**src/design/position_calibration_sequencer_assert.svh**
```systemverilog
// assertion macros of the position calibration sequencer, used by the pcs_ctrl module
`ifndef POSITION_CALIBRATION_SEQUENCER_ASSERT_SVH
`define POSITION_CALIBRATION_SEQUENCER_ASSERT_SVH

// condition that holds at every clock edge out of reset
`define PCS_ASSERT_ALWAYS(label, cond, msg) \
    label: assert property (@(posedge aclk) disable iff (!aresetn) (cond)) else $error(msg);

// condition in one cycle implies a consequence in the next
`define PCS_ASSERT_NEXT(label, ante, cons, msg) \
    label: assert property (@(posedge aclk) disable iff (!aresetn) (ante) |=> (cons)) \
        else $error(msg);

`endif

```
**src/design/pcs_pkg.sv**
```systemverilog
// types, codes and helpers of the position calibration sequencer
package pcs_pkg;

    localparam int IN_TDATA_W  = 40;
    localparam int OUT_TDATA_W = 80;
    localparam int WORD_W      = 16;
    localparam int CMD_W       = 3;
    localparam int PHASE_W     = 2;

    localparam logic [WORD_W-1:0] UNSET_WORD = 16'hFFFF;
    localparam longint WORD_MAX = 64'd65535;

    // led commands
    localparam logic [CMD_W-1:0] CMD_NONE  = 3'd0;
    localparam logic [CMD_W-1:0] CMD_ON    = 3'd1;
    localparam logic [CMD_W-1:0] CMD_OFF   = 3'd2;
    localparam logic [CMD_W-1:0] CMD_BLINK = 3'd3;
    localparam logic [CMD_W-1:0] CMD_ALARM = 3'd4;

    // phases while calibrating
    localparam logic [PHASE_W-1:0] PH_START_WAIT = 2'd0;
    localparam logic [PHASE_W-1:0] PH_CAPTURE    = 2'd1;
    localparam logic [PHASE_W-1:0] PH_END_WAIT   = 2'd2;
    localparam logic [PHASE_W-1:0] PH_UNUSED     = 2'd3;

    typedef struct packed {
        logic              open_pressed;
        logic              open_long;
        logic              close_pressed;
        logic              close_long;
        logic [WORD_W-1:0] position;
        logic [WORD_W-1:0] turn_count;
    } item_t;

    typedef struct packed {
        logic [CMD_W-1:0]  led_one_cmd;
        logic [CMD_W-1:0]  led_five_cmd;
        logic              blink_all_once;
        logic              relay_drive;
        logic              store_write;
        logic              restart_request;
        logic              cal_active;
        logic [WORD_W-1:0] open_value;
        logic [WORD_W-1:0] close_value;
        logic [WORD_W-1:0] open_turns;
        logic [WORD_W-1:0] close_turns;
    } result_t;

    // bits of the linear value turn_count * rev + position
    function automatic int lin_width(input int rev);
        return $clog2(WORD_MAX * longint'(rev + 1) + 64'd1);
    endfunction

endpackage

```
**src/design/pcs_in_stage.sv**
```systemverilog
// input register: holds one word and its linear encoder value
module pcs_in_stage #(
    parameter int REVOLUTION_SIZE = 4096
) (
    input  logic                                            aclk,
    input  logic                                            aresetn,
    input  logic                                            s_tvalid,
    output logic                                            s_tready,
    input  logic [pcs_pkg::IN_TDATA_W-1:0]                  s_tdata,
    input  logic                                            advance,
    output logic                                            item_valid,
    output pcs_pkg::item_t                                  item,
    output logic [pcs_pkg::lin_width(REVOLUTION_SIZE)-1:0]  cur_lin
);
    localparam int LIN_W = pcs_pkg::lin_width(REVOLUTION_SIZE);

    logic                 vld_reg, vld_next;
    pcs_pkg::item_t       item_reg, item_next;
    logic [LIN_W-1:0]     lin_reg, lin_next;
    logic                 load;

    assign s_tready = !vld_reg || advance;
    assign load     = s_tvalid && s_tready;

    always_comb begin
        item_next.open_pressed  = s_tdata[0];
        item_next.open_long     = s_tdata[1];
        item_next.close_pressed = s_tdata[2];
        item_next.close_long    = s_tdata[3];
        item_next.position      = s_tdata[19:4];
        item_next.turn_count    = s_tdata[35:20];
        lin_next = LIN_W'(s_tdata[35:20]) * LIN_W'(REVOLUTION_SIZE)
                 + LIN_W'(s_tdata[19:4]);
        if (load) begin
            vld_next = 1'b1;
        end else if (advance) begin
            vld_next = 1'b0;
        end else begin
            vld_next = vld_reg;
        end
    end

    always_ff @(posedge aclk) begin
        if (!aresetn) begin
            vld_reg <= 1'b0;
        end else begin
            vld_reg <= vld_next;
        end
    end

    always_ff @(posedge aclk) begin
        if (load) begin
            item_reg <= item_next;
            lin_reg  <= lin_next;
        end
    end

    assign item_valid = vld_reg;
    assign item       = item_reg;
    assign cur_lin    = lin_reg;
endmodule

```
**src/design/pcs_ctrl.sv**
```systemverilog
// calibration sequencer state and the per-word decisions
module pcs_ctrl #(
    parameter int REVOLUTION_SIZE = 4096
) (
    input  logic                                            aclk,
    input  logic                                            aresetn,
    input  logic                                            fire,
    input  pcs_pkg::item_t                                  item,
    input  logic [pcs_pkg::lin_width(REVOLUTION_SIZE)-1:0]  cur_lin,
    output pcs_pkg::result_t                                result
);
    localparam int LIN_W = pcs_pkg::lin_width(REVOLUTION_SIZE);
    localparam logic signed [LIN_W:0] SPAN_MAX = (LIN_W+1)'(REVOLUTION_SIZE);
    localparam logic signed [LIN_W:0] SPAN_MIN = -SPAN_MAX;

    logic                          active_reg, active_next;
    logic [pcs_pkg::PHASE_W-1:0]   phase_reg, phase_next;
    logic [1:0]                    capt_reg, capt_next;
    logic                          relay_reg, relay_next;
    logic [pcs_pkg::WORD_W-1:0]    open_val_reg, open_val_next;
    logic [pcs_pkg::WORD_W-1:0]    close_val_reg, close_val_next;
    logic [pcs_pkg::WORD_W-1:0]    open_trn_reg, open_trn_next;
    logic [pcs_pkg::WORD_W-1:0]    close_trn_reg, close_trn_next;
    logic [LIN_W-1:0]              lo_lin_reg, lo_lin_next;
    logic [LIN_W-1:0]              hi_lin_reg, hi_lin_next;
    logic [pcs_pkg::WORD_W-1:0]    pub_open_val_reg, pub_open_val_next;
    logic [pcs_pkg::WORD_W-1:0]    pub_close_val_reg, pub_close_val_next;
    logic [pcs_pkg::WORD_W-1:0]    pub_open_trn_reg, pub_open_trn_next;
    logic [pcs_pkg::WORD_W-1:0]    pub_close_trn_reg, pub_close_trn_next;

    logic             in_capture, cap_open, cap_close;
    logic [1:0]       capt_sel;
    logic [LIN_W-1:0] lo_sel, hi_sel, op_a, op_b;
    logic             span_ok;
    logic signed [LIN_W:0] span_diff;

    // endpoint captures of this word, seen by the span check
    assign in_capture = active_reg && (phase_reg == pcs_pkg::PH_CAPTURE);
    assign cap_close  = in_capture && item.close_long && !item.open_pressed;
    assign cap_open   = in_capture && item.open_long && !item.close_pressed;
    assign capt_sel   = capt_reg | {cap_close, cap_open};
    assign lo_sel     = cap_open  ? cur_lin : lo_lin_reg;
    assign hi_sel     = cap_close ? cur_lin : hi_lin_reg;

    always_comb begin
        case (capt_sel)
            2'b11: begin
                op_a = hi_sel;
                op_b = lo_sel;
            end
            2'b01: begin
                op_a = lo_sel;
                op_b = cur_lin;
            end
            2'b10: begin
                op_a = hi_sel;
                op_b = cur_lin;
            end
            default: begin
                op_a = cur_lin;
                op_b = cur_lin;
            end
        endcase
    end

    assign span_diff = $signed({1'b0, op_a}) - $signed({1'b0, op_b});
    assign span_ok   = (span_diff < SPAN_MAX) && (span_diff > SPAN_MIN);

    always_comb begin
        active_next        = active_reg;
        phase_next         = phase_reg;
        capt_next          = capt_reg;
        relay_next         = relay_reg;
        open_val_next      = cap_open  ? item.position   : open_val_reg;
        open_trn_next      = cap_open  ? item.turn_count : open_trn_reg;
        close_val_next     = cap_close ? item.position   : close_val_reg;
        close_trn_next     = cap_close ? item.turn_count : close_trn_reg;
        lo_lin_next        = lo_sel;
        hi_lin_next        = hi_sel;
        pub_open_val_next  = pub_open_val_reg;
        pub_close_val_next = pub_close_val_reg;
        pub_open_trn_next  = pub_open_trn_reg;
        pub_close_trn_next = pub_close_trn_reg;

        result.led_one_cmd     = pcs_pkg::CMD_NONE;
        result.led_five_cmd    = pcs_pkg::CMD_NONE;
        result.blink_all_once  = 1'b0;
        result.store_write     = 1'b0;
        result.restart_request = 1'b0;

        if (!active_reg) begin
            if (item.open_long && item.close_long) begin
                active_next         = 1'b1;
                phase_next          = pcs_pkg::PH_START_WAIT;
                result.led_one_cmd  = pcs_pkg::CMD_ON;
                result.led_five_cmd = pcs_pkg::CMD_ON;
                open_val_next       = pcs_pkg::UNSET_WORD;
                close_val_next      = pcs_pkg::UNSET_WORD;
                open_trn_next       = pcs_pkg::UNSET_WORD;
                close_trn_next      = pcs_pkg::UNSET_WORD;
                relay_next          = 1'b1;
                capt_next           = 2'b00;
            end
        end else begin
            case (phase_reg)
                pcs_pkg::PH_START_WAIT: begin
                    result.led_one_cmd  = pcs_pkg::CMD_BLINK;
                    result.led_five_cmd = pcs_pkg::CMD_BLINK;
                    if (!item.open_pressed && !item.close_pressed) begin
                        phase_next = pcs_pkg::PH_CAPTURE;
                    end
                end
                pcs_pkg::PH_CAPTURE: begin
                    capt_next = capt_sel;
                    if (span_ok) begin
                        result.led_one_cmd  = capt_sel[0] ? pcs_pkg::CMD_ON
                                                          : pcs_pkg::CMD_BLINK;
                        result.led_five_cmd = capt_sel[1] ? pcs_pkg::CMD_ON
                                                          : pcs_pkg::CMD_BLINK;
                        if (item.open_long && item.close_long) begin
                            if (capt_sel == 2'b11) begin
                                pub_open_val_next  = open_val_next;
                                pub_close_val_next = close_val_next;
                                pub_open_trn_next  = open_trn_next;
                                pub_close_trn_next = close_trn_next;
                                result.store_write = 1'b1;
                            end
                            phase_next            = pcs_pkg::PH_END_WAIT;
                            result.blink_all_once = 1'b1;
                        end
                    end else begin
                        result.led_one_cmd  = pcs_pkg::CMD_ALARM;
                        result.led_five_cmd = pcs_pkg::CMD_ALARM;
                    end
                end
                pcs_pkg::PH_END_WAIT: begin
                    if (!item.open_pressed && !item.close_pressed) begin
                        result.led_one_cmd     = pcs_pkg::CMD_OFF;
                        result.led_five_cmd    = pcs_pkg::CMD_OFF;
                        active_next            = 1'b0;
                        relay_next             = 1'b0;
                        result.restart_request = 1'b1;
                    end
                end
                default: begin
                end
            endcase
        end

        result.relay_drive = relay_next;
        result.cal_active  = active_next;
        result.open_value  = pub_open_val_next;
        result.close_value = pub_close_val_next;
        result.open_turns  = pub_open_trn_next;
        result.close_turns = pub_close_trn_next;
    end

    always_ff @(posedge aclk) begin
        if (!aresetn) begin
            active_reg        <= 1'b0;
            phase_reg         <= pcs_pkg::PH_START_WAIT;
            capt_reg          <= 2'b11;
            relay_reg         <= 1'b0;
            pub_open_val_reg  <= pcs_pkg::UNSET_WORD;
            pub_close_val_reg <= pcs_pkg::UNSET_WORD;
            pub_open_trn_reg  <= pcs_pkg::UNSET_WORD;
            pub_close_trn_reg <= pcs_pkg::UNSET_WORD;
        end else if (fire) begin
            active_reg        <= active_next;
            phase_reg         <= phase_next;
            capt_reg          <= capt_next;
            relay_reg         <= relay_next;
            pub_open_val_reg  <= pub_open_val_next;
            pub_close_val_reg <= pub_close_val_next;
            pub_open_trn_reg  <= pub_open_trn_next;
            pub_close_trn_reg <= pub_close_trn_next;
        end
    end

    // endpoint values are only read once captured since entry
    always_ff @(posedge aclk) begin
        if (fire) begin
            open_val_reg  <= open_val_next;
            close_val_reg <= close_val_next;
            open_trn_reg  <= open_trn_next;
            close_trn_reg <= close_trn_next;
            lo_lin_reg    <= lo_lin_next;
            hi_lin_reg    <= hi_lin_next;
        end
    end

`include "position_calibration_sequencer_assert.svh"

    `PCS_ASSERT_ALWAYS(a_relay_follows_active, relay_reg == active_reg,
                       "relay out of step")
    `PCS_ASSERT_ALWAYS(a_no_unused_phase, phase_reg != pcs_pkg::PH_UNUSED,
                       "unused phase")
    `PCS_ASSERT_NEXT(a_entry_clears,
                     fire && !active_reg && item.open_long && item.close_long,
                     active_reg && capt_reg == 2'b00 && phase_reg == pcs_pkg::PH_START_WAIT,
                     "entry did not clear captures")
    `PCS_ASSERT_NEXT(a_restart_idles, fire && result.restart_request,
                     !active_reg && !relay_reg, "still active after restart")
endmodule

```
**src/design/pcs_out_stage.sv**
```systemverilog
// result register on the master side
module pcs_out_stage (
    input  logic                            aclk,
    input  logic                            aresetn,
    input  logic                            load,
    input  pcs_pkg::result_t                result,
    output logic                            can_load,
    output logic                            m_tvalid,
    input  logic                            m_tready,
    output logic [pcs_pkg::OUT_TDATA_W-1:0] m_tdata
);
    logic                            vld_reg, vld_next;
    logic [pcs_pkg::OUT_TDATA_W-1:0] data_reg, data_next;

    assign can_load = !vld_reg || m_tready;

    always_comb begin
        data_next = {5'd0,
                     result.close_turns,
                     result.open_turns,
                     result.close_value,
                     result.open_value,
                     result.cal_active,
                     result.restart_request,
                     result.store_write,
                     result.relay_drive,
                     result.blink_all_once,
                     result.led_five_cmd,
                     result.led_one_cmd};
        if (load) begin
            vld_next = 1'b1;
        end else if (m_tready) begin
            vld_next = 1'b0;
        end else begin
            vld_next = vld_reg;
        end
    end

    always_ff @(posedge aclk) begin
        if (!aresetn) begin
            vld_reg <= 1'b0;
        end else begin
            vld_reg <= vld_next;
        end
    end

    always_ff @(posedge aclk) begin
        if (load) begin
            data_reg <= data_next;
        end
    end

    assign m_tvalid = vld_reg;
    assign m_tdata  = data_reg;
endmodule

```
**src/design/position_calibration_sequencer.sv**
```systemverilog
// top level of the position calibration sequencer
// One word in per clock, one result word out for each word in. A word is held in
// the input register (where its linear encoder value turn_count * REVOLUTION_SIZE
// + position is formed), then one pass of compare logic updates the calibration
// state and loads the result register, from which the result is offered on the
// master side. The rate is one word per clock, set by that single pass; a stall
// on the master side holds both registers and back-pressures the slave side.
module position_calibration_sequencer #(
    parameter int REVOLUTION_SIZE = 4096
) (
    input  logic        aclk,
    input  logic        aresetn,
    input  logic        s_tvalid,
    output logic        s_tready,
    // open_pressed, open_long, close_pressed, close_long, position[16], turn_count[16]
    input  logic [39:0] s_tdata,
    output logic        m_tvalid,
    input  logic        m_tready,
    // led_one_cmd[3], led_five_cmd[3], blink_all_once, relay_drive, store_write,
    // restart_request, cal_active, open_value[16], close_value[16],
    // open_turns[16], close_turns[16]
    output logic [79:0] m_tdata
);
    localparam int LIN_W = pcs_pkg::lin_width(REVOLUTION_SIZE);

    logic             item_valid;
    pcs_pkg::item_t   item;
    logic [LIN_W-1:0] cur_lin;
    pcs_pkg::result_t result;
    logic             can_load;
    logic             fire;

    assign fire = item_valid && can_load;

    pcs_in_stage #(
        .REVOLUTION_SIZE(REVOLUTION_SIZE)
    ) u_in (
        .aclk       (aclk),
        .aresetn    (aresetn),
        .s_tvalid   (s_tvalid),
        .s_tready   (s_tready),
        .s_tdata    (s_tdata),
        .advance    (can_load),
        .item_valid (item_valid),
        .item       (item),
        .cur_lin    (cur_lin)
    );

    pcs_ctrl #(
        .REVOLUTION_SIZE(REVOLUTION_SIZE)
    ) u_ctrl (
        .aclk    (aclk),
        .aresetn (aresetn),
        .fire    (fire),
        .item    (item),
        .cur_lin (cur_lin),
        .result  (result)
    );

    pcs_out_stage u_out (
        .aclk     (aclk),
        .aresetn  (aresetn),
        .load     (fire),
        .result   (result),
        .can_load (can_load),
        .m_tvalid (m_tvalid),
        .m_tready (m_tready),
        .m_tdata  (m_tdata)
    );
endmodule

```
**config.mk**
```make
export PLATFORM = sky130hd
export DESIGN_NAME = position_calibration_sequencer
export DESIGN_NICKNAME = d
export VERILOG_FILES = /design/src/design/pcs_pkg.sv /design/src/design/pcs_in_stage.sv /design/src/design/pcs_ctrl.sv /design/src/design/pcs_out_stage.sv /design/src/design/position_calibration_sequencer.sv
export VERILOG_INCLUDE_DIRS = /design/src /design/src/design
export SDC_FILE = /design/constraint.sdc
export NUM_CORES = 1
export LEC_CHECK = 0
export BUFFER_PORTS_ARGS = -buffer_cell sky130_fd_sc_hd__buf_2
export CORE_ASPECT_RATIO = 1.2
export CORE_MARGIN = 4
export CORE_UTILIZATION = 55
export DETAILED_ROUTE_END_ITERATION = 10
export GPL_ROUTABILITY_DRIVEN = 0
export PLACE_DENSITY = 0.86
export SLEW_MARGIN = 20
export SYNTH_ARGS = -nofsm -noshare
export SYNTH_HDL_FRONTEND = slang
export SYNTH_HIERARCHICAL = 1
export SYNTH_SLANG_ARGS = --single-unit
```
**constraint.sdc**
```tcl
create_clock -name aclk -period 8.15 [get_ports aclk]
set_input_delay 2.0375 -clock aclk [delete_from_list [all_inputs] [get_ports aclk]]
set_output_delay 2.0375 -clock aclk [all_outputs]
set_load 0.005 [all_outputs]
```
==> impl_metrics.json <==
{
  "period_needed_ns": 6.86,
  "layout_common_cells": "329 x nand2_1, 250 x edfxtp_1, 160 x mux2i_1",
  "power_density_nw_per_um2": 213,
  "ys_ff_latch": 322,
  "fin_tns_setup_ns": 0,
  "clk_latency_ns": 0.57,
  "outcome": "complete, no violations",
  "grt_pass1_vias": 12400,
  "die_area_um2": 33600,
  "post-route-period-util_pct": 84.1,
  "first_pass_iters": 6,
  "final_core_util_pct": 61.1,
  "syn_to_final_growth_pct": 9.95,
  "cts_resized": 0,
  "worstPathRequired_ns": 8.49,
  "max_freq_mhz": 146,
  "synth_area_leaders": "edfxtp_1 44%, mux2i_1 9.5%, dfxtp_1 8.5%, nand2_1 7.3%, mux2_2 5.3%",
  "numCtsBuffers": 29,
  "port_buffers": 116,
  "via_per_inst": 6.14,
  "final_net_count": 1685,
  "initial_core_util_pct": 55.6,
  "drive_gt1_share_pct": 17.1,
  "ir_drop_v": 0.000175,
  "synth.distinct_cells": 75,
  "fill_cells": 2228,
  "final_common_cell": "nand2_1",
  "cp.arrival_ns": 7.20,
  "clockBufferDepth": 3,
  "n_antenna_cell": 0,
  "syn_area_per_cell_um2": 10.9,
  "syn-cell-area_um2": 16900,
  "vias": 12400,
  "yosys_warnings": 6,
  "drtIter0Drc": 1355,
  "drt-total-wl_mm": 40.1,
  "end_kind": "flip-flop",
  "yosys.area.top_type_share_pct": 44.4,
  "cts.reportedPaths.clkPinSlew_ns": 0.07,
  "slew_headroom_pct": 31.5,
  "die_x_um": 168,
  "multi_input_area_um2": 7140,
  "holdBufCountCts": 0,
  "cts_tree": "done",
  "rsz0062_at_grt": "false",
  "crit_type": "reg -> reg",
  "ant_nets": 0,
  "yosysTopAreaCell": "edfxtp_1",
  "leakagePower_nw": 7.67,
  "post-cts-setup-buffers": 0,
  "die-height_um": 200,
  "slew_viol_final": 0,
  "clockRootBuffer": "clkbuf_16",
  "wl_per_cell_um": 19.8,
  "grt_pass1_wl_mm": 63.6,
  "grt_max_degree": 143,
  "h-tree-depth": 1,
  "antenna_found_initial": 0,
  "drcViolationCount": 0,
  "std_cell_rows": 70,
  "track_usage_pct": 23.1,
  "tightest_slew_ns": 1.02,
  "hold_viol": 0,
  "seq_area_frac_synth_pct": 53.0,
  "async_flop_share_pct": 0,
  "finalSetupViolations": 0,
  "crit_path_start_kind": "flip-flop",
  "synth_edf_count": 250,
  "drv_cap": 0,
  "holdWs_ns": 0.492,
  "dpl.hpwl_mm": 26.2,
  "io_pins": 126,
  "coreArea_um2": 30400,
  "largest_reg_flops": 75,
  "hold_path_class": "reg -> reg",
  "globalRouteOverflowTotal": 0,
  "worst_clock_skew_ns": 0.0152,
  "clock-sinks": 322,
  "netlist_instances": 1551,
  "synth_flop_cell": "edfxtp_1",
  "crit_fanout": 34,
  "seq_area_um2": 8950
}
## cell families after synthesis
group	Yosys count	synth area share [%]
AOI/OAI and AO/OA	212	9.00
xor gates and xnor gates	25	1.30
adders and majority gates	35	2.68
buffers and inverters	192	5.05
DFF	322	53.0
muxes	251	15.5
other	1	0.0222
and+or+nand+nor	513	13.4
## synthesized netlist by cell type (all sizes together) (5+ instances only)
master / count
and3: 8
or3: 8
dfxtp: 72
a21boi: 5
edfxtp: 250
buf: 44
a211oi: 12
nor4: 6
nand2b: 6
nor2: 40
inv: 79
nor2b: 5
xor2: 10
clkbuf: 69
mux2i: 160
a21oi: 44
a21o: 14
nand3: 46
ha: 33
or4: 5
nor3: 14
a31oi: 8
o211ai: 33
xnor2: 15
a22oi: 28
nand2: 329
and2: 10
nand4: 16
o21ai: 23
nand3b: 6
mux2: 91
## per-layer routing
layer  vias to the layer above  global-route usage [%]  routed length (um)
li1                       5678                       -                   -
met1                      5994                    29.6               15800
met2                       634                    40.6               20000
met3                       118                    2.84                2930
met4                         0                    8.57                1410
met5                         -                       0                   0
## report_power, final
part           leakage, nW  switching [mW]  internal (mW)
clock network        0.461           0.603          0.738
logic                 4.48           0.483          0.269
registers             2.72          0.0364           1.83
total                 7.67            1.12           2.83
## critical path, stage by stage, from the launching register on
cell	delay [ns]
dfxtp_1	0.53
nand3_1	0.26
nor3b_2	0.23
buf_4	0.44
nor2_1	0.16
nor2_4	0.66
a21oi_1	0.20
ha_1	0.28
fa_1	0.42
nor2b_1	0.25
o31ai_2	0.15
a211oi_1	0.57
o2111ai_1	0.26
a32o_1	0.32
mux2i_1	0.29
nand4b_1	0.17
nor4_1	0.08
buf_4	0.16
o211ai_1	0.32
buf_4	0.44
mux2i_1	0.40
## layout make-up
cell class / instances / share of cell area, %
flip-flops and latches: 322 / 48.2
multi-input cells: 1041 / 38.4
repair buffers: 133 / 4.16
clock buffers: 36 / 4.16
well taps: 396 / 2.67
inverters: 79 / 1.60
clock inverters: 18 / 0.808
## path summary, 6_finish.rpt
check,start,to,slack [ns],cells after the start
max reg2reg,u_ctrl/active_reg,u_out/m_tdata[34],1.29,20
max,u_ctrl/active_reg,u_out/m_tdata[34],1.29,20
min,u_ctrl/relay_reg,u_ctrl/relay_reg,0.49,1
min reg2reg,u_ctrl/relay_reg,u_ctrl/relay_reg,0.49,1
## stage by stage
step,power [mW],area [um^2],setup slack (ns),instances
after floorplan,2.44,16900,1.98,1555
after global placement,2.59,17700,1.62,1971
after detailed placement,2.62,17700,1.47,1971
after CTS,3.95,18600,1.45,2025
after global routing,4.12,18600,0.856,2025
final,3.96,18600,1.29,2025
Power figures use the tool's default switching activity.
